$ cat config.mk
export PLATFORM = sky130hd
export DESIGN_NAME = k_group_stream_reverser_core
export DESIGN_NICKNAME = d
export VERILOG_FILES = /design/src/rtl/kgsr_pkg.sv /design/src/rtl/kgsr_front.sv /design/src/rtl/kgsr_queue.sv /design/src/rtl/kgsr_back.sv /design/src/rtl/k_group_stream_reverser_core.sv
export SDC_FILE = /design/constraint.sdc
export NUM_CORES = 1
export LEC_CHECK = 0
export BUFFER_PORTS_ARGS = -buffer_cell sky130_fd_sc_hd__buf_2
export CORE_MARGIN = 4
export CORE_UTILIZATION = 39
export CTS_CLUSTER_DIAMETER = 150
export DETAILED_ROUTE_END_ITERATION = 8
export SLEW_MARGIN = 15
export SYNTH_ARGS = -nofsm -noshare
export SYNTH_HDL_FRONTEND = slang
export SYNTH_SLANG_ARGS = --single-unit
export TNS_END_PERCENT = 100
$ cat constraint.sdc
create_clock -name clock -period 4.2 [get_ports clock]
set_input_delay 0.21 -clock clock [delete_from_list [all_inputs] [get_ports clock]]
set_output_delay 0.21 -clock clock [all_outputs]
set_load 0.01 [all_outputs]
$ cat src/rtl/kgsr_pkg.sv
// Shared types and constants for the k-group stream reverser.
package kgsr_pkg;

   localparam int MAX_GROUP  = 16;
   localparam int DATA_W     = 32;
   localparam int CNT_W      = $clog2(MAX_GROUP + 1);
   localparam int IDX_W      = $clog2(MAX_GROUP);
   localparam int NUM_BANKS  = 2;
   localparam int BANK_W     = 1;
   localparam int ADDR_W     = BANK_W + IDX_W;
   localparam int SIZE_W     = 5;
   localparam int Q_DEPTH    = 2;
   localparam int Q_PTR_W    = 1;
   localparam int Q_CNT_W    = 2;

   localparam logic [SIZE_W-1:0] SIZE_RESET = SIZE_W'(1);

   // One finished group, handed from the front to the back
   typedef struct packed {
      logic [BANK_W-1:0] bank;
      logic [CNT_W-1:0]  count;
      logic              reverse;
      logic              last;
   } group_desc_type;

   typedef struct packed {
      logic           valid;
      group_desc_type desc;
   } group_push_type;

   // Group buffer write from the front
   typedef struct packed {
      logic                     en;
      logic [ADDR_W-1:0]        addr;
      logic signed [DATA_W-1:0] data;
   } buf_write_type;

   // Bank handed back by the back once fully read
   typedef struct packed {
      logic              valid;
      logic [BANK_W-1:0] bank;
   } bank_release_type;

   typedef struct packed {
      logic full;
      logic empty;
   } queue_status_type;

endpackage

$ cat src/rtl/kgsr_front.sv
// Front end: accepts elements, fills the group banks and closes groups.
module kgsr_front (
   input  logic                             clock,
   input  logic                             reset,
   input  logic                             req_tvalid,
   output logic                             req_tready,
   input  logic [kgsr_pkg::DATA_W-1:0]      req_tdata,
   input  logic                             req_tlast,
   input  logic                             csr_wr_en,
   input  logic [kgsr_pkg::SIZE_W-1:0]      csr_wr_data,
   input  kgsr_pkg::bank_release_type       release_in,
   output kgsr_pkg::buf_write_type          buf_wr,
   output kgsr_pkg::group_push_type         push
);

   logic [kgsr_pkg::SIZE_W-1:0]    size_ff, size_in;
   logic [kgsr_pkg::CNT_W-1:0]     fill_ff, fill_in;
   logic [kgsr_pkg::BANK_W-1:0]    bank_ff, bank_in;
   logic [kgsr_pkg::NUM_BANKS-1:0] busy_ff, busy_in;
   logic [kgsr_pkg::CNT_W-1:0]     size_eff;
   logic [kgsr_pkg::CNT_W-1:0]     n_held;
   logic                           accept;
   logic                           full_group;
   logic                           close_group;

   // Clamp the programmed size to 1..MAX_GROUP
   always_comb begin
      priority if (size_ff == '0) begin
         size_eff = kgsr_pkg::CNT_W'(1);
      end else if (kgsr_pkg::CNT_W'(size_ff) > kgsr_pkg::CNT_W'(kgsr_pkg::MAX_GROUP)) begin
         size_eff = kgsr_pkg::CNT_W'(kgsr_pkg::MAX_GROUP);
      end else begin
         size_eff = kgsr_pkg::CNT_W'(size_ff);
      end
   end

   // Accept only into a bank the back has released
   assign req_tready  = ~busy_ff[bank_ff];
   assign accept      = req_tvalid & req_tready;
   assign n_held      = fill_ff + kgsr_pkg::CNT_W'(1);
   assign full_group  = n_held >= size_eff;
   assign close_group = full_group | req_tlast;

   // Write the element into the current bank
   always_comb begin
      buf_wr.en   = accept;
      buf_wr.addr = {bank_ff, fill_ff[kgsr_pkg::IDX_W-1:0]};
      buf_wr.data = req_tdata;
   end

   // Describe the closed group for the back
   always_comb begin
      push.valid        = accept & close_group;
      push.desc.bank    = bank_ff;
      push.desc.count   = n_held;
      push.desc.reverse = full_group;
      push.desc.last    = req_tlast;
   end

   // Next fill count, bank and busy flags
   always_comb begin
      size_in = csr_wr_en ? csr_wr_data : size_ff;
      fill_in = fill_ff;
      bank_in = bank_ff;
      busy_in = busy_ff;
      if (release_in.valid) begin
         busy_in[release_in.bank] = 1'b0;
      end
      if (accept) begin
         if (close_group) begin
            fill_in          = '0;
            bank_in          = ~bank_ff;
            busy_in[bank_ff] = 1'b1;
         end else begin
            fill_in = n_held;
         end
      end
   end

   always_ff @(posedge clock) begin
      if (reset) begin
         size_ff <= kgsr_pkg::SIZE_RESET;
         fill_ff <= '0;
         bank_ff <= '0;
         busy_ff <= '0;
      end else begin
         size_ff <= size_in;
         fill_ff <= fill_in;
         bank_ff <= bank_in;
         busy_ff <= busy_in;
      end
   end

endmodule

$ cat src/rtl/kgsr_queue.sv
// Short queue of closed-group descriptors between front and back.
module kgsr_queue (
   input  logic                        clock,
   input  logic                        reset,
   input  kgsr_pkg::group_push_type    push,
   input  logic                        pop,
   output kgsr_pkg::group_desc_type    head,
   output kgsr_pkg::queue_status_type  status
);

   kgsr_pkg::group_desc_type      entry_ff [kgsr_pkg::Q_DEPTH];
   logic [kgsr_pkg::Q_PTR_W-1:0]  wr_ptr_ff, wr_ptr_in;
   logic [kgsr_pkg::Q_PTR_W-1:0]  rd_ptr_ff, rd_ptr_in;
   logic [kgsr_pkg::Q_CNT_W-1:0]  count_ff, count_in;
   logic                          do_push;
   logic                          do_pop;

   assign status.full  = count_ff == kgsr_pkg::Q_CNT_W'(kgsr_pkg::Q_DEPTH);
   assign status.empty = count_ff == '0;
   assign do_push      = push.valid & ~status.full;
   assign do_pop       = pop & ~status.empty;
   assign head         = entry_ff[rd_ptr_ff];

   // Advance pointers and occupancy
   always_comb begin
      wr_ptr_in = do_push ? wr_ptr_ff + kgsr_pkg::Q_PTR_W'(1) : wr_ptr_ff;
      rd_ptr_in = do_pop  ? rd_ptr_ff + kgsr_pkg::Q_PTR_W'(1) : rd_ptr_ff;
      count_in  = count_ff;
      unique case ({do_push, do_pop})
         2'b10:   count_in = count_ff + kgsr_pkg::Q_CNT_W'(1);
         2'b01:   count_in = count_ff - kgsr_pkg::Q_CNT_W'(1);
         default: count_in = count_ff;
      endcase
   end

   always_ff @(posedge clock) begin
      if (reset) begin
         wr_ptr_ff <= '0;
         rd_ptr_ff <= '0;
         count_ff  <= '0;
      end else begin
         wr_ptr_ff <= wr_ptr_in;
         rd_ptr_ff <= rd_ptr_in;
         count_ff  <= count_in;
      end
   end

   // Store the descriptor
   always_ff @(posedge clock) begin
      if (do_push) begin
         entry_ff[wr_ptr_ff] <= push.desc;
      end
   end

endmodule

$ cat src/rtl/kgsr_back.sv
// Back end: holds the group banks and plays groups out in order or reversed.
module kgsr_back (
   input  logic                             clock,
   input  logic                             reset,
   input  kgsr_pkg::buf_write_type          buf_wr,
   input  kgsr_pkg::group_desc_type         head,
   input  kgsr_pkg::queue_status_type       q_status,
   output logic                             pop,
   output kgsr_pkg::bank_release_type       release_out,
   output logic                             rsp_tvalid,
   input  logic                             rsp_tready,
   output logic [kgsr_pkg::DATA_W-1:0]      rsp_tdata,
   output logic                             rsp_tlast,
   output logic                             rsp_tuser
);

   logic signed [kgsr_pkg::DATA_W-1:0] group_mem [kgsr_pkg::NUM_BANKS * kgsr_pkg::MAX_GROUP];
   logic signed [kgsr_pkg::DATA_W-1:0] data_ff;
   logic                               valid_ff, valid_in;
   logic                               run_end_ff;
   logic                               list_end_ff;
   logic [kgsr_pkg::IDX_W-1:0]         rd_cnt_ff, rd_cnt_in;
   logic [kgsr_pkg::IDX_W-1:0]         last_idx;
   logic [kgsr_pkg::IDX_W-1:0]         rd_idx;
   logic                               rd_en;
   logic                               rd_last;

   // Read one element whenever a group is queued and the output register is free or draining
   assign rd_en    = ~q_status.empty & (~valid_ff | rsp_tready);
   assign last_idx = kgsr_pkg::IDX_W'(head.count - kgsr_pkg::CNT_W'(1));
   assign rd_last  = rd_cnt_ff == last_idx;
   assign rd_idx   = head.reverse ? last_idx - rd_cnt_ff : rd_cnt_ff;

   assign pop               = rd_en & rd_last;
   assign release_out.valid = pop;
   assign release_out.bank  = head.bank;

   // Advance the element counter and the output valid
   always_comb begin
      rd_cnt_in = rd_cnt_ff;
      if (rd_en) begin
         rd_cnt_in = rd_last ? '0 : rd_cnt_ff + kgsr_pkg::IDX_W'(1);
      end
      priority if (rd_en) begin
         valid_in = 1'b1;
      end else if (rsp_tready) begin
         valid_in = 1'b0;
      end else begin
         valid_in = valid_ff;
      end
   end

   always_ff @(posedge clock) begin
      if (reset) begin
         rd_cnt_ff <= '0;
         valid_ff  <= 1'b0;
      end else begin
         rd_cnt_ff <= rd_cnt_in;
         valid_ff  <= valid_in;
      end
   end

   // Group banks: one write port from the front, one registered read port
   always_ff @(posedge clock) begin
      if (buf_wr.en) begin
         group_mem[buf_wr.addr] <= buf_wr.data;
      end
      if (rd_en) begin
         data_ff     <= group_mem[{head.bank, rd_idx}];
         run_end_ff  <= rd_last;
         list_end_ff <= rd_last & head.last;
      end
   end

   assign rsp_tvalid = valid_ff;
   assign rsp_tdata  = data_ff;
   assign rsp_tlast  = run_end_ff;
   assign rsp_tuser  = list_end_ff;

endmodule

$ cat src/rtl/k_group_stream_reverser_core.sv
// Top level of the k-group stream reverser: front, descriptor queue and back.
//
//   Channel  | Ports                          | Carries
//   ---------+--------------------------------+------------------------------------
//   req      | req_tvalid/tready/tdata/tlast  | tdata = value, tlast = list_last
//   rsp      | rsp_tvalid/tready/tdata/tlast/ | tdata = out_value, tlast = run_end,
//            | tuser                          | tuser = list_end
//   csr      | csr_wr_en/csr_wr_data          | group_size, written when wr_en high
//
// One element in and one result out per cycle while rsp_tready stays high.
// Two group banks alternate: the front fills one while the back reads the
// other through a single registered read port, so req_tready drops only while
// both banks hold groups not yet fully read out.
// A group's descriptor is registered in the queue before its first read.
// Reset is synchronous; it empties the queue and sets group_size to 1.
module k_group_stream_reverser_core (
   input  logic                         clock,
   input  logic                         reset,
   input  logic                         req_tvalid,
   output logic                         req_tready,
   input  logic [kgsr_pkg::DATA_W-1:0]  req_tdata,   // [31:0] value
   input  logic                         req_tlast,
   output logic                         rsp_tvalid,
   input  logic                         rsp_tready,
   output logic [kgsr_pkg::DATA_W-1:0]  rsp_tdata,   // [31:0] out_value
   output logic                         rsp_tlast,
   output logic                         rsp_tuser,   // [0] list_end
   input  logic                         csr_wr_en,
   input  logic [kgsr_pkg::SIZE_W-1:0]  csr_wr_data
);

   kgsr_pkg::buf_write_type     buf_wr;
   kgsr_pkg::group_push_type    push;
   kgsr_pkg::group_desc_type    head;
   kgsr_pkg::queue_status_type  q_status;
   kgsr_pkg::bank_release_type  bank_release;
   logic                        pop;

   kgsr_front u_front (
      .clock       (clock),
      .reset       (reset),
      .req_tvalid  (req_tvalid),
      .req_tready  (req_tready),
      .req_tdata   (req_tdata),
      .req_tlast   (req_tlast),
      .csr_wr_en   (csr_wr_en),
      .csr_wr_data (csr_wr_data),
      .release_in  (bank_release),
      .buf_wr      (buf_wr),
      .push        (push)
   );

   kgsr_queue u_queue (
      .clock  (clock),
      .reset  (reset),
      .push   (push),
      .pop    (pop),
      .head   (head),
      .status (q_status)
   );

   kgsr_back u_back (
      .clock       (clock),
      .reset       (reset),
      .buf_wr      (buf_wr),
      .head        (head),
      .q_status    (q_status),
      .pop         (pop),
      .release_out (bank_release),
      .rsp_tvalid  (rsp_tvalid),
      .rsp_tready  (rsp_tready),
      .rsp_tdata   (rsp_tdata),
      .rsp_tlast   (rsp_tlast),
      .rsp_tuser   (rsp_tuser)
   );

   // A closed group always finds room in the queue
   assert property (@(posedge clock) disable iff (reset) push.valid |-> !q_status.full)
      else $error("group closed while descriptor queue full");

   // A bank is released only while its descriptor heads the queue
   assert property (@(posedge clock) disable iff (reset)
                    bank_release.valid |-> !q_status.empty)
      else $error("bank released with empty queue");

   // The front never writes the bank being released
   assert property (@(posedge clock) disable iff (reset)
                    (buf_wr.en && bank_release.valid)
                    |-> (buf_wr.addr[kgsr_pkg::ADDR_W-1] != bank_release.bank))
      else $error("write into bank still being read");

   // List end only on the last result of a run
   assert property (@(posedge clock) disable iff (reset)
                    (rsp_tvalid && rsp_tuser) |-> rsp_tlast)
      else $error("list end without run end");

endmodule

* Word level (Yosys, flattened, before mapping) *
Memory sizes are Yosys's and may differ from the RTL's. A register that Yosys moved wholly into a read port is not among the register bits.
Index checks and enable logic that the tools add are counted.

storage, ports and cells
  flip-flop bits (word level) = 24
  RAM bits = 1040
  bits of input ports = 43
  output and inout port bits = 36
  word-level logic and storage cells = 78
  memories = 2

memories
  name              words  width  rd ports  clocked after Yosys merged registers in  wr ports  RTL line          text
  u_back.group_mem  32     32     1         1                                        1         kgsr_back.sv:17   logic signed [kgsr_pkg::DATA_W-1:0] group_mem [kgsr_pkg::NUM_BANKS * kgsr_pkg::MAX_GROUP];
  u_queue.entry_ff  2      8      1         1                                        1         kgsr_queue.sv:11  kgsr_pkg::group_desc_type entry_ff [kgsr_pkg::Q_DEPTH];

operators by class
  add/sub/neg operators = 8
  $lt $le $gt $ge = 6
  equal/unequal tests = 4
  mux-type cells = 23
  bitwise logic cells = 17
  reduce and logical (&&, ||, !) cells = 7

operators with widths
  cell                   number
  $mux W5                3
  $mux W1                12
  $mux W4                2
  $and A1 B1 Y1          7
  $mux W2                3
  $add A5 B1 Y5 const B  1
  $ge A5 B5 Y1           1
  $gt A5 B5 Y1 const B   1
  $logic_not A5 Y1       1
  $not A1 Y1             5
  $add A4 B1 Y4 const B  1
  $eq A2 B2 Y1 const B   2
  $eq A4 B4 Y1           1
  $lt A1 B2 Y1 const B   2
  $pmux W2 S2            1
  $reduce_bool A2 Y1     2
  $sub A4 B1 Y4 const B  1
  $sub A4 B4 Y4          1
  $add A1 B1 Y1 const B  2
  $add A2 B1 Y2 const B  1
  $and A2 B2 Y2          1
  $demux W1 S1           2
  $eq A2 B1 Y1 const B   1
  $ge A1 B1 Y1 const B   2
  other kinds (7)        9

* Depth between registers and ports, before layout *
Gate-level depths: netlist of run 1.

  depth in word-level cells = 10
  mapped depth = 14

* Cells and area by module *
A second synthesis of run 1 with hierarchy kept.

unflattened totals
  cells, all modules = 3365
  area total of the unflattened synthesis = 47531.8 sq um

modules (own cells, without submodules)
  module      times used  cells each  area an instance (sq um)
  kgsr_back   1           3193        45712.6
  kgsr_front  1           121         1021.0
  kgsr_queue  1           51          798.3

* Worst setup path before layout of run 1 *
No wires, ideal clock.

  kind = reg-to-reg
  from = register u_front.bank_ff
  to = memory u_back.group_mem[15][0] in the netlist's numbering, enable pin
  setup time = 0.421 ns
  arrival time = 2.768 ns
  setup slack = 1.011 ns
  cell stages (with the launch flop) = 6
  path buffers = 1
  cells stage by stage = dfxtp_1 -> mux2i_1 -> and2_1 -> clkbuf_1 -> nand2_1 -> nor2_1

between the ends
  longest elaborated chain between the ends = 6

RTL lines
  element                                     RTL line                            text
  start, declared                             kgsr_front.sv:18                    logic [kgsr_pkg::BANK_W-1:0] bank_ff, bank_in;
  start signal, assigned                      kgsr_front.sv:89                    bank_ff <= bank_in;
  $mux W1 (not written as such) (2 in a row)  kgsr_front.sv:38                    assign req_tready = ~busy_ff[bank_ff];
  $not A1 Y1                                  kgsr_front.sv:38
  via req_tready                              k_group_stream_reverser_core.sv:20  output logic req_tready,
  $and A1 B1 Y1                               kgsr_front.sv:39                    assign accept = req_tvalid & req_tready;
  $mux W1                                     kgsr_back.sv:65                     if (buf_wr.en) begin
  $mux W1 (not written as such)               kgsr_back.sv:66                     group_mem[buf_wr.addr] <= buf_wr.data;
  end, declared                               kgsr_back.sv:17

The timed path passes the listed nets, and every way through them passes these cells. The select of a mux whose other input is x is not followed.

==> metrics list, run 1 <==
* Compound-Gate Fraction of Synth Area: 5.35%
- Mux contribution to synthesized area: 13.9%
- Once placement finished, the instance area stood at 0.0459 sq mm.
* Number of hold violations in the final report: 0
* Clock transition at the register clock pins on the worst setup and hold paths after CTS: 0.06 ns
- DPL Wire Length: 59200 um
- Async S/R FF share, synth: 0%
- Walking the worst path, the cells encountered are mux2i_1 -> inv_1 -> ha_1 -> fa_1 -> xnor2_1 -> mux2i_1 -> nor2_4 -> buf_12 -> a221oi_1 -> nor3_1 -> a211oi_1.
- I/O pins: 79
* Clock root buffer: clkbuf_16
- # nets final: 2574
- Area taken by multi-input logic gates: 0.00972 sq mm
* Total of fill cells in the finished design: 9134
- Dividing the detail-routed via count by the number of cells gives 5.62.
- During synthesis, Yosys emitted a total of 0 warnings.
* Most common cell in the netlist: edfxtp_1
- The worst setup path is captured at a register.
- Clock tree synthesis found a total of 1095 sinks.
* Placer's final routability congestion estimate: 0.764
- Part of the Yosys area used for sequential elements: 76.1%
- Cell types occupying the most area after synthesis: edfxtp_1 (75%), mux2i_1 (7.0%), mux2_2 (6.8%)
- Remaining max-slew budget at the tightest pin: 36.8%
* Length of the first detailed-routing pass in iterations: 8
* Startpoint types: register
- In the routed design, unresolved DRC markers number 0.
* Die outline width: 340 um
- Most instantiated cells after synthesis: edfxtp_1 (1072), mux2i_1 (302), mux2_2 (258)
- Post-synthesis xor/xnor area fraction: 0.388%
- CTS Hold Buffers Added: 40
* Arithmetic-cell share of the synthesized area counting full adders, half adders and majority gates: 0.484%
- Kind of critical path: reg2reg
- Across the run, the number of max-cap violations was 0.
- Data required time of the critical path: 4.61 ns
- Area fraction in and, or, nand and nor cells after synthesis: 1.81%
- For the pin with the worst max-slew slack, the measured transition is 0.948 ns.
* CP arrival: 4.25 ns
- Slowest stage cell on the critical path: nor2_4
- In this run the cell area of the synthesized design comes to 0.0429 sq mm.
* Sum of routed wire length over all layers: 109000 um
- In this run the worst hold path is classified as in2reg.
- Pleak: 17.0 nW
- CTS max path bufs: 3
* Syn-to-layout area delta: 16.1%
- Cells with a size suffix above 1 make up 24.9% of the layout.
* Initial standard-cell utilization of the core: 39.3%
- Final Cycle Share: 91.5%
* Die span in y: 340 um
- Final min period: 3.84 ns
- TritonCTS built the clock tree.
- Dominant combinational cell family by area after synthesis: multiplexers
- Setup violations remaining at the end of the flow were counted as 0.
* H-tree levels: 3
- Wire length of the first global-routing pass: 157000 um
- The most numerous cell type found on the critical path is mux2i_1.
* Worst clock skew: 0.0385 ns
- Resize count post-CTS: 0
* Largest area contributor in the synthesized netlist: edfxtp_1
* Share of the synthesized area in the top cell type: 75.1%
- Post-detailed-route count of antenna-violating nets: 0
- For this run, the leading register cell type out of synthesis is edfxtp_1.
- The number of nets in the synthesized netlist is 2380.
- Area occupied by registers: 0.0327 sq mm
- Counting every instance in the synthesized netlist gives 2321.
- Number of clock buffers inserted by TritonCTS: 106
- Summing over every cut layer, the via total after detailed routing is 22600.
- The die covers 0.115 sq mm.
- Global routing consumed, over all layers together, 18.5% of the routing resources.
- The region available for standard cell placement spans 0.109 sq mm.
- The initial antenna violation count came to 7.
- The finished cells cover 0.0498 sq mm.
- The detailed router finished its first iteration with 2072 violations.
* Post-route setup TNS: 0 ns
* RSZ-0062 raised after global routing: false
* Highest clock frequency the design can meet: 0.260 GHz
- Setup slack on the worst reg-to-reg path comes out at 0.36 ns.
- The run finished with clean final reports.
- CP peak stage delay: 0.67 ns
- Synth Area per Inst: 18.5 sq um
- Buffers placed on the I/O ports in this run total 78.
- Buffers added to address setup during post-CTS repair amount to 0.
- Largest net degree at the start of global routing: 62
- Dividing the detail-routed wire length by the instance count gives 27.1 um.
- Pwr per Cell Area: 646 mW/mm^2
- The netlist uses 39 different library cells.
- Across the VDD grid, the largest voltage drop is 388 uV.
- Vias in the first global route: 23200
- Seq cells post-synth: 1095
- Clock Latency Late Sink: 0.69 ns
- The final number of max-transition violations was 0.
- After global routing the overflow that remains totals 0.
* Peak fanout along the critical path: 51
- In this run the core area contains 121 standard-cell rows.
* Number of synthesized flops with an enable pin: 1072
[path summary, 6_finish.rpt]
check	startpoint	endpoint	depth (start not counted)
worst max register to register	register	u_back.rsp_tdata[20]$_DFFE_PP_	11
worst min register to register	u_front.busy_ff[1]$_SDFF_PP0_	u_front.busy_ff[1]$_SDFF_PP0_	2
worst min-delay path	req_tdata[18]	u_back.group_mem[15][18]$_DFFE_PP_	1
worst max-delay path	register	u_back.rsp_tdata[20]$_DFFE_PP_	11
[where the power goes]
| part | total [mW] | internal (mW) | switching (mW) |
|---|---|---|---|
| logic | 9.98 | 4.37 | 5.61 |
| registers | 12.8 | 12.5 | 0.250 |
| clock network | 9.41 | 5.39 | 4.02 |
[stage by stage]
stage          setup slack [ns]  total power, mW  util, %  std cells  hold WS [ns]
3_5_place_dp              0.388             23.0     42.1       3781         0.430
2_1_floorplan              1.01             19.9        -       2321         0.309
3_3_place_gp              0.374             22.9     42.1       3781         0.421
5_1_grt                   0.172             33.5     45.7       4018        0.0551
4_1_cts                   0.402             32.4     45.7       4017       0.00205
6_report                  0.358             32.2     45.7       4022        0.0409
[state kept, by name (all words and copies together), names as in the netlist, named ones only]
signal and count:
u_back.rsp_tdata 32, u_front.bank_ff 1, u_queue.rd_ptr_ff 1, u_front.size_ff 5, u_back.rsp_tuser 1, u_queue.count_ff 2, u_queue.entry_ff 14, u_back.rd_cnt_ff 4
u_front.fill_ff 5, u_back.rsp_tvalid 1, u_queue.wr_ptr_ff 1, u_back.group_mem 1024, u_back.rsp_tlast 1, u_front.busy_ff 2
[cells in the final DEF (no fill, tap or decap), drive strengths merged, types with 40 or more instances in the layout]
cell type	netlist	routed
a221oi	128	128
buf	75	187
clkbuf	66	121
clkinv	0	57
dlygate4sd3	0	40
edfxtp	1072	1072
mux2	258	258
mux2i	304	304
nor2	55	55
nor3	71	71
o22ai	128	128
[layout make-up]
cell class | count | area share, %
repair buffers | 227 | 4.26
well taps | 1414 | 3.55
diodes | 5 | 0.0251
flip-flops and latches | 1095 | 65.6
clock inverters | 75 | 1.52
multi-input cells | 1072 | 19.5
inverters | 13 | 0.0980
clock buffers | 121 | 5.44
[kinds of logic (layout without fill, tap and decap cells)]
family,Yosys count,after routing
flops,1095,1095
mux,562,562
compound gates,310,310
simple gates,165,165
buf+inv,154,436
xor+xnor,19,19
fa+ha+maj,16,16
other cells,0,5
[metal layers]
layer  vias to the layer above  global-route usage (%)  part of all wire (%)
li1                       9871                       -                     -
met5                         -                       0                 0.025
met1                     11700                    24.5                    42
met4                         4                    5.94                   2.7
met2                       811                    31.5                    50
met3                       176                    2.71                   6.1
[worst max-delay path, delay by kind of cell, from the launching register on]
kind,cells,cell delay [ns]
simple gates,2,1.08
fa+ha+maj,2,0.67
xor+xnor,1,0.20
buf+inv,2,0.47
mux,2,0.48
compound gates,2,0.23
flops,1,0.42
No activity file was read; power rests on OpenSTA's default activity.
==> inputs of run 2 (changes only) <==
Settings changed: PLACE_DENSITY set to 0.56.
==> metrics list, run 2 (synthesis gave the netlist of run 1 again) <==
- The run finished with clean final reports.
- The total detailed-routing wirelength is 111000 um (+1.4%).
* Kind of critical path: reg2reg
- Least setup slack across all paths after layout: 0.520 ns (+0.162 ns)
* Count of unresolved DRC violations after routing: 0 (unchanged)
* Share of layout cells above drive strength 1: 24.4% (-0.44 points)
- The number of standard cells in the layout, taps in and fillers out was 4004 (-0.45%).
* Largest net degree at the start of global routing: 77 (+24%)
- Final setup viols: 0 (unchanged)
- RSZ-0062 raised after global routing: false
- Area of the die: 0.115 sq mm (unchanged)
* Post-detailed-route count of antenna-violating nets: 0 (unchanged)
- Post-route setup TNS: 0 ns (unchanged)
- Worst clock skew: 0.0361 ns (-0.00240 ns)
* Peak fanout along the critical path: 52 (+2.0%)
- From synthesis to final layout, the design area changed by 15.6%.
- The placeable core region is 0.109 sq mm (unchanged).
* Die span in y: 340 um (unchanged)
- The count of pins on the block boundary is 79 (unchanged).
- The routed length per placed instance is 27.6 um (+1.9%).
- The path class of the tightest hold or removal check is in2reg.
* DPL Wire Length: 60900 um (+2.9%)
* Post-placement worst setup slack: 0.545 ns (+0.156 ns)
- Buf+Inv Stages, Crit Path: 4 (+2)
- The clock latency at the later pin of the worst-skew pair was 0.69 ns (about the same).
- The worst-case vdd ir drop came to 445 uV (+15%).
- Placement row count: 121 (unchanged)
- Initial DRC count: 1729 (-17%)
* Clock transition at the register clock pins on the worst setup and hold paths after CTS: 0.06 ns (about the same)
* Placer's final routability congestion estimate: 0.756 (-1.1%)
* # nets final: 2560 (-0.54%)
- Series of cell instances along the critical path: buf_4 -> mux2i_4 -> mux2i_4 -> buf_12 -> buf_12 -> buf_4 -> mux2i_1 -> a221oi_1 -> mux2i_1 -> a211oi_1
* Aggregate global-route resource usage: 18.9% (+0.37 points)
- The arrival time at the worst endpoint was 4.19 ns (-0.06 ns).
* Kind of cell adding the most delay to the critical path: multiplexers
- Highest clock frequency the design can meet: 0.272 GHz (+4.4%)
- CP peak stage delay: 0.47 ns (-0.20 ns)
* Number of clock buffers inserted by TritonCTS: 111 (+4.7%)
- Final Cycle Share: 87.6% (-3.9 points)
- Slew at the pin closest to its max-slew limit: 1.04 ns (+0.0890 ns)
* Number of flip-flops in the largest register: 1024 (unchanged)
* Leading cell types in the layout, fill and taps excluded: edfxtp_1 (1072), mux2i_1 (301), mux2_2 (257), o22ai_1 (128), a221oi_1 (128)
- Slowest stage cell on the critical path: mux2i_4
* Placed Cells: 3776 (-0.13%)
- Clock tree synthesis selected as its root buffer the cell clkbuf_16.
- The overflow left after global routing came to 0 (unchanged).
- The sum of met2 wire segment lengths after detailed routing is 53700 um (-0.61%).
- CTS Hold Buffers Added: 26 (-35%)
- Drt via density: 5.62 (+0.12%)
* Count of max-cap constraint violations: 0 (unchanged)
* Sinks on the clock net: 1095 (unchanged)
- Most common library cell in the layout ignoring fill and taps: edfxtp_1
- Kind of end point of the critical path: register
* Uppermost routed layer: met4
- The total via count after detailed routing was 22500 (-0.33%).
* Routed length on met1: 48900 um (+7.7%)
- The wire length on met3 came to 5480 um (-18%).
* CTS max path bufs: 3 (unchanged)
- The number of optimization iterations in the first detailed-route pass came to 6 (-2).
- Ranked by flip-flop count, first place goes to u_back.group_mem.
- The wire length of the first global-routing pass is 161000 um (+2.2%).
- TritonCTS clock tree: done
* Initial antenna violation count: 6 (-1)
- Final min period: 3.68 ns (-0.162 ns)
* Post-CTS setup buffers: 0 (unchanged)
- The via count of the first global-routing pass was 22800 (-1.4%).
- Pwr per Cell Area: 653 mW/mm^2 (+1.1%)
* Number of hold violations in the final report: 0 (unchanged)
- The post-cts gate resize count came to 0 (unchanged).
- The required time reported for the critical path endpoint came to 4.71 ns (+0.10 ns).
- Die outline width: 340 um (unchanged)
* Pleak: 16.9 nW (-0.45%)
- Remaining max-slew budget at the tightest pin: 29.4% (-7.4 points)
- H-tree levels: 3 (unchanged)
- The worst setup path is launched from a register.
- The starting density of the core is 39.3% (unchanged).
- Max Slew Vio Count: 0 (unchanged)
- The number of buffer cells added on primary ports came to 78 (unchanged).
-- run 2: cell type report --
type	instances	area [sq um]
Timing Repair Buffer	208	1910
Multi-Input combinational cell	1072	9720
Antenna cell	2	5.00
Inverter	13	48.8
Clock buffer	140	2940
Clock inverter	60	553
Fill cell	9165	59400
Sequential cell	1095	32700
Tap cell	1414	1770
-- run 2: through the flow --
stage	utilization, %	hold slack, ns	cell area, sq um	total power [mW]
floorplan	-	0.309	42900	19.9
global placement	42.0	0.418	45800	23.1
detailed placement	42.0	0.424	45800	23.2
CTS	45.5	0.00229	49600	32.7
global route	45.5	0.0287	49600	33.8
finish	45.5	0.0363	49600	32.4
-- run 2: worst paths after layout --
path / end / start / slack [ns] / depth (start not counted)
worst max-delay path: u_back.rsp_tdata[13]$_DFFE_PP_ / register / 0.52 / 10
worst min-delay path: u_back.group_mem[5][9]$_DFFE_PP_ / req_tdata[9] / 0.04 / 1
worst max register to register: u_back.rsp_tdata[13]$_DFFE_PP_ / register / 0.52 / 10
worst min register to register: u_front.busy_ff[1]$_SDFF_PP0_ / u_front.busy_ff[1]$_SDFF_PP0_ / 0.49 / 2
-- run 2: report_power, final --
group / internal, mW / switching (mW) / total (mW)
registers: 12.5 / 0.268 / 12.8
clock network: 5.48 / 4.03 / 9.50
logic: 4.36 / 5.74 / 10.1
total: 22.4 / 10.0 / 32.4
-- run 2: metal layers --
layer	vias up	track usage (%)
met5	-	0
met4	0	5.01
met3	158	2.71
met2	629	31.4
met1	11900	26.1
li1	9830	-
==> inputs of run 3 (changes only) <==
Settings changed: RECOVER_POWER set to 100.
==> metrics list, run 3 (synthesis gave the netlist of run 1 again) <==
* Run status: finished, violations left
- The checks that failed: capacitance limit, slew limit.
* Highest clock frequency the design can meet: 0.259 GHz (-4.6%)
- Startpoint types: register
- Leaving out fill and tap cells, the most frequent cell in the layout is edfxtp_1.
- The overflow left after global routing came to 0 (unchanged).
- Data required time of the critical path: 4.60 ns (-0.11 ns)
- Total vias in the final route: 22500 (-0.11%)
- The headroom to the max-slew limit came to -12.2% (-42 points).
- # nets final: 2560 (unchanged)
* Maximum resistive drop on vdd: 446 uV (+0.16%)
- Number of hold violations in the final report: 0 (unchanged)
- Final setup viols: 0 (unchanged)
- CTS max path bufs: 3 (unchanged)
* Worst clock skew: 0.0367 ns (+0.000613 ns)
* Average wire per standard cell: 27.6 um (about the same)
- In the layout the commonest cells are edfxtp_1 (1072), mux2i_1 (301), mux2_2 (256), o22ai_1 (128), a221oi_1 (128).
- The DRC violations left is 0 (unchanged).
- The count of clock tree sinks is 1095 (unchanged).
- The number of buffer cells added on primary ports was 78 (unchanged).
- Kind of critical path: reg2reg
- The total routing usage reported by global routing came to 18.9% (unchanged).
* Number of flip-flops in the largest register: 1024 (unchanged)
* Post-route setup TNS: 0 ns (unchanged)
- Worst hold path stage count: 4 (+3)
- The detailed router's first-iteration violation count was 1846 (+6.8%).
* Placed Cells: 3776 (unchanged)
- Placement row count: 121 (unchanged)
- In this run the critical register-to-register path is captured at u_back.rsp_tdata[14]$_DFFE_PP_.
- The slew at the pin closest to its max-slew limit was 1.68 ns (+0.646 ns).
- Max Slew Vio Count: 72 (+72)
- Final instance count without filler cells: 4005 (+0.025%)
- Initial antenna violation count: 5 (-1)
- Wire length of the first global-routing pass: 161000 um (unchanged)
- The leakage component of the power came to 16.6 nW (-1.8%).
* Die outline width: 340 um (unchanged)
- TritonCTS built the clock tree.
- The total detailed-routing wirelength is 111000 um (about the same).
* Min-Delay Endpoint: u_front.fill_ff[0]$_SDFFE_PP0P_
* WHS: 0.304 ns (+0.268 ns)
- Vias in the first global route: 22800 (unchanged)
* Register containing the most flip-flops in the final layout: u_back.group_mem
- Placeable core area: 0.109 sq mm (unchanged)
* Clock Latency Late Sink: 0.69 ns (about the same)
* Final min period: 3.86 ns (+0.178 ns)
- The number of max-cap violations is 2 (+2).
- The number of cells on the worst reg-to-reg path is 12 (+2).
- The largest net degree at the start of global routing is 77 (unchanged).
- Die span in y: 340 um (unchanged)
* Post-placement worst setup slack: 0.545 ns (unchanged)
- The remaining antenna violation count after routing came to 0 (unchanged).
- Compared with the post-synthesis result, the final layout area differs by 14.7%.
- The setup slack of the worst register-to-register path is 0.34 ns (-0.18 ns).
* CP arrival: 4.26 ns (+0.07 ns)
- Clock root buffer: clkbuf_16
* Number of clock buffers inserted by TritonCTS: 111 (unchanged)
- The via density per instance is 5.62 (-0.14%).
- RSZ-0062 raised after global routing: false
* Least setup slack across all paths after layout: 0.342 ns (-0.178 ns)
- The worst hold path begins at req_tvalid.
- The power density over the cells was 657 mW/mm^2 (+0.62%).
- The starting density of the core is 39.3% (unchanged).
- Peak fanout along the critical path: 32 (-38%)
- DPL Wire Length: 60900 um (unchanged)
- Kind of end point of the critical path: register
- The H-tree depth reported by CTS is 3 (unchanged).
* I/O pins: 79 (unchanged)
* Length of the first detailed-routing pass in iterations: 5 (-1)
* Placement-stage cell area: 0.0458 sq mm (unchanged)
- Share of layout cells above drive strength 1: 20.8% (-3.6 points)
- The placer congestion estimate was 0.756 (unchanged).
- Final standard cell utilization of the core: 45.1% (-0.38 points)
- The total power is 32.3 mW (-0.21%).
- Clock transition at the register clock pins on the worst setup and hold paths after CTS: 0.06 ns (about the same)
- Type of the worst min-delay path: in2reg
* Final Cycle Share: 91.9% (+4.2 points)
* Area of the die: 0.115 sq mm (unchanged)
- Design area: 0.0492 sq mm (-0.82%)
run 3: cell types whose count changed in the layout (fill, tap and decap cells not counted), sizes merged:
cell,change
buf,-119
clkbuf,+119
diode,+1
run 3: how the worst max path moves through the flow:
stage	to	from	slack, ns	depth (start not counted)
2_1_floorplan	u_back.group_mem[15][0]$_DFFE_PP_	u_front.bank_ff$_SDFFE_PP0P_	1.01	5
3_5_place_dp	u_back.rsp_tdata[13]$_DFFE_PP_	register	0.54	10
3_3_place_gp	u_back.rsp_tdata[14]$_DFFE_PP_	register	0.57	10
4_1_cts	u_back.rsp_tdata[13]$_DFFE_PP_	register	0.55	10
5_1_grt	u_back.group_mem[26][2]$_DFFE_PP_	u_front.bank_ff$_SDFFE_PP0P_	0.22	5
6_report	u_back.rsp_tdata[14]$_DFFE_PP_	register	0.34	12
run 3: repair_timing:
action,4_1_cts,5_1_grt
setup buffers,0,0
hold buffers,26,0
setup endpoints to repair,0,0
endpoints found under the hold margin,135,0
gates resized for setup,0,0
run 3: critical path: stages, from the launching register on:
cell	delay [ns]
dfxtp_1	0.38
mux2i_1	0.25
inv_1	0.08
ha_1	0.21
fa_1	0.53
mux2i_1	0.13
buf_4	0.22
nor2_2	0.59
buf_12	0.32
buf_12	0.22
a221oi_1	0.11
mux2i_1	0.36
a211oi_1	0.13
run 3: routing by layer:
layer | part of all wire [%] | GRT usage [%] | wire [um] | vias to the layer above
li1 | - | - | - | 9819
met1 | 44 | 26.1 | 48200 | 11800
met2 | 48 | 31.4 | 53300 | 704
met3 | 5.6 | 2.71 | 6210 | 172
met4 | 2.5 | 5.01 | 2770 | 2
met5 | 0.012 | 0 | 13 | -
run 3: report_power, final:
| group | internal, mW | switching [mW] |
|---|---|---|
| logic | 4.27 | 5.72 |
| clock network | 5.48 | 4.03 |
| registers | 12.6 | 0.280 |
| total | 22.3 | 10.0 |
run 3: area by class of cell:
class | count | area, sq um
Inverter | 13 | 48.8
Sequential cell | 1095 | 32700
Timing Repair Buffer | 208 | 1570
Fill cell | 9248 | 59800
Clock inverter | 60 | 553
Multi-Input combinational cell | 1072 | 9640
Antenna cell | 3 | 7.51
Tap cell | 1414 | 1770
Clock buffer | 140 | 2940
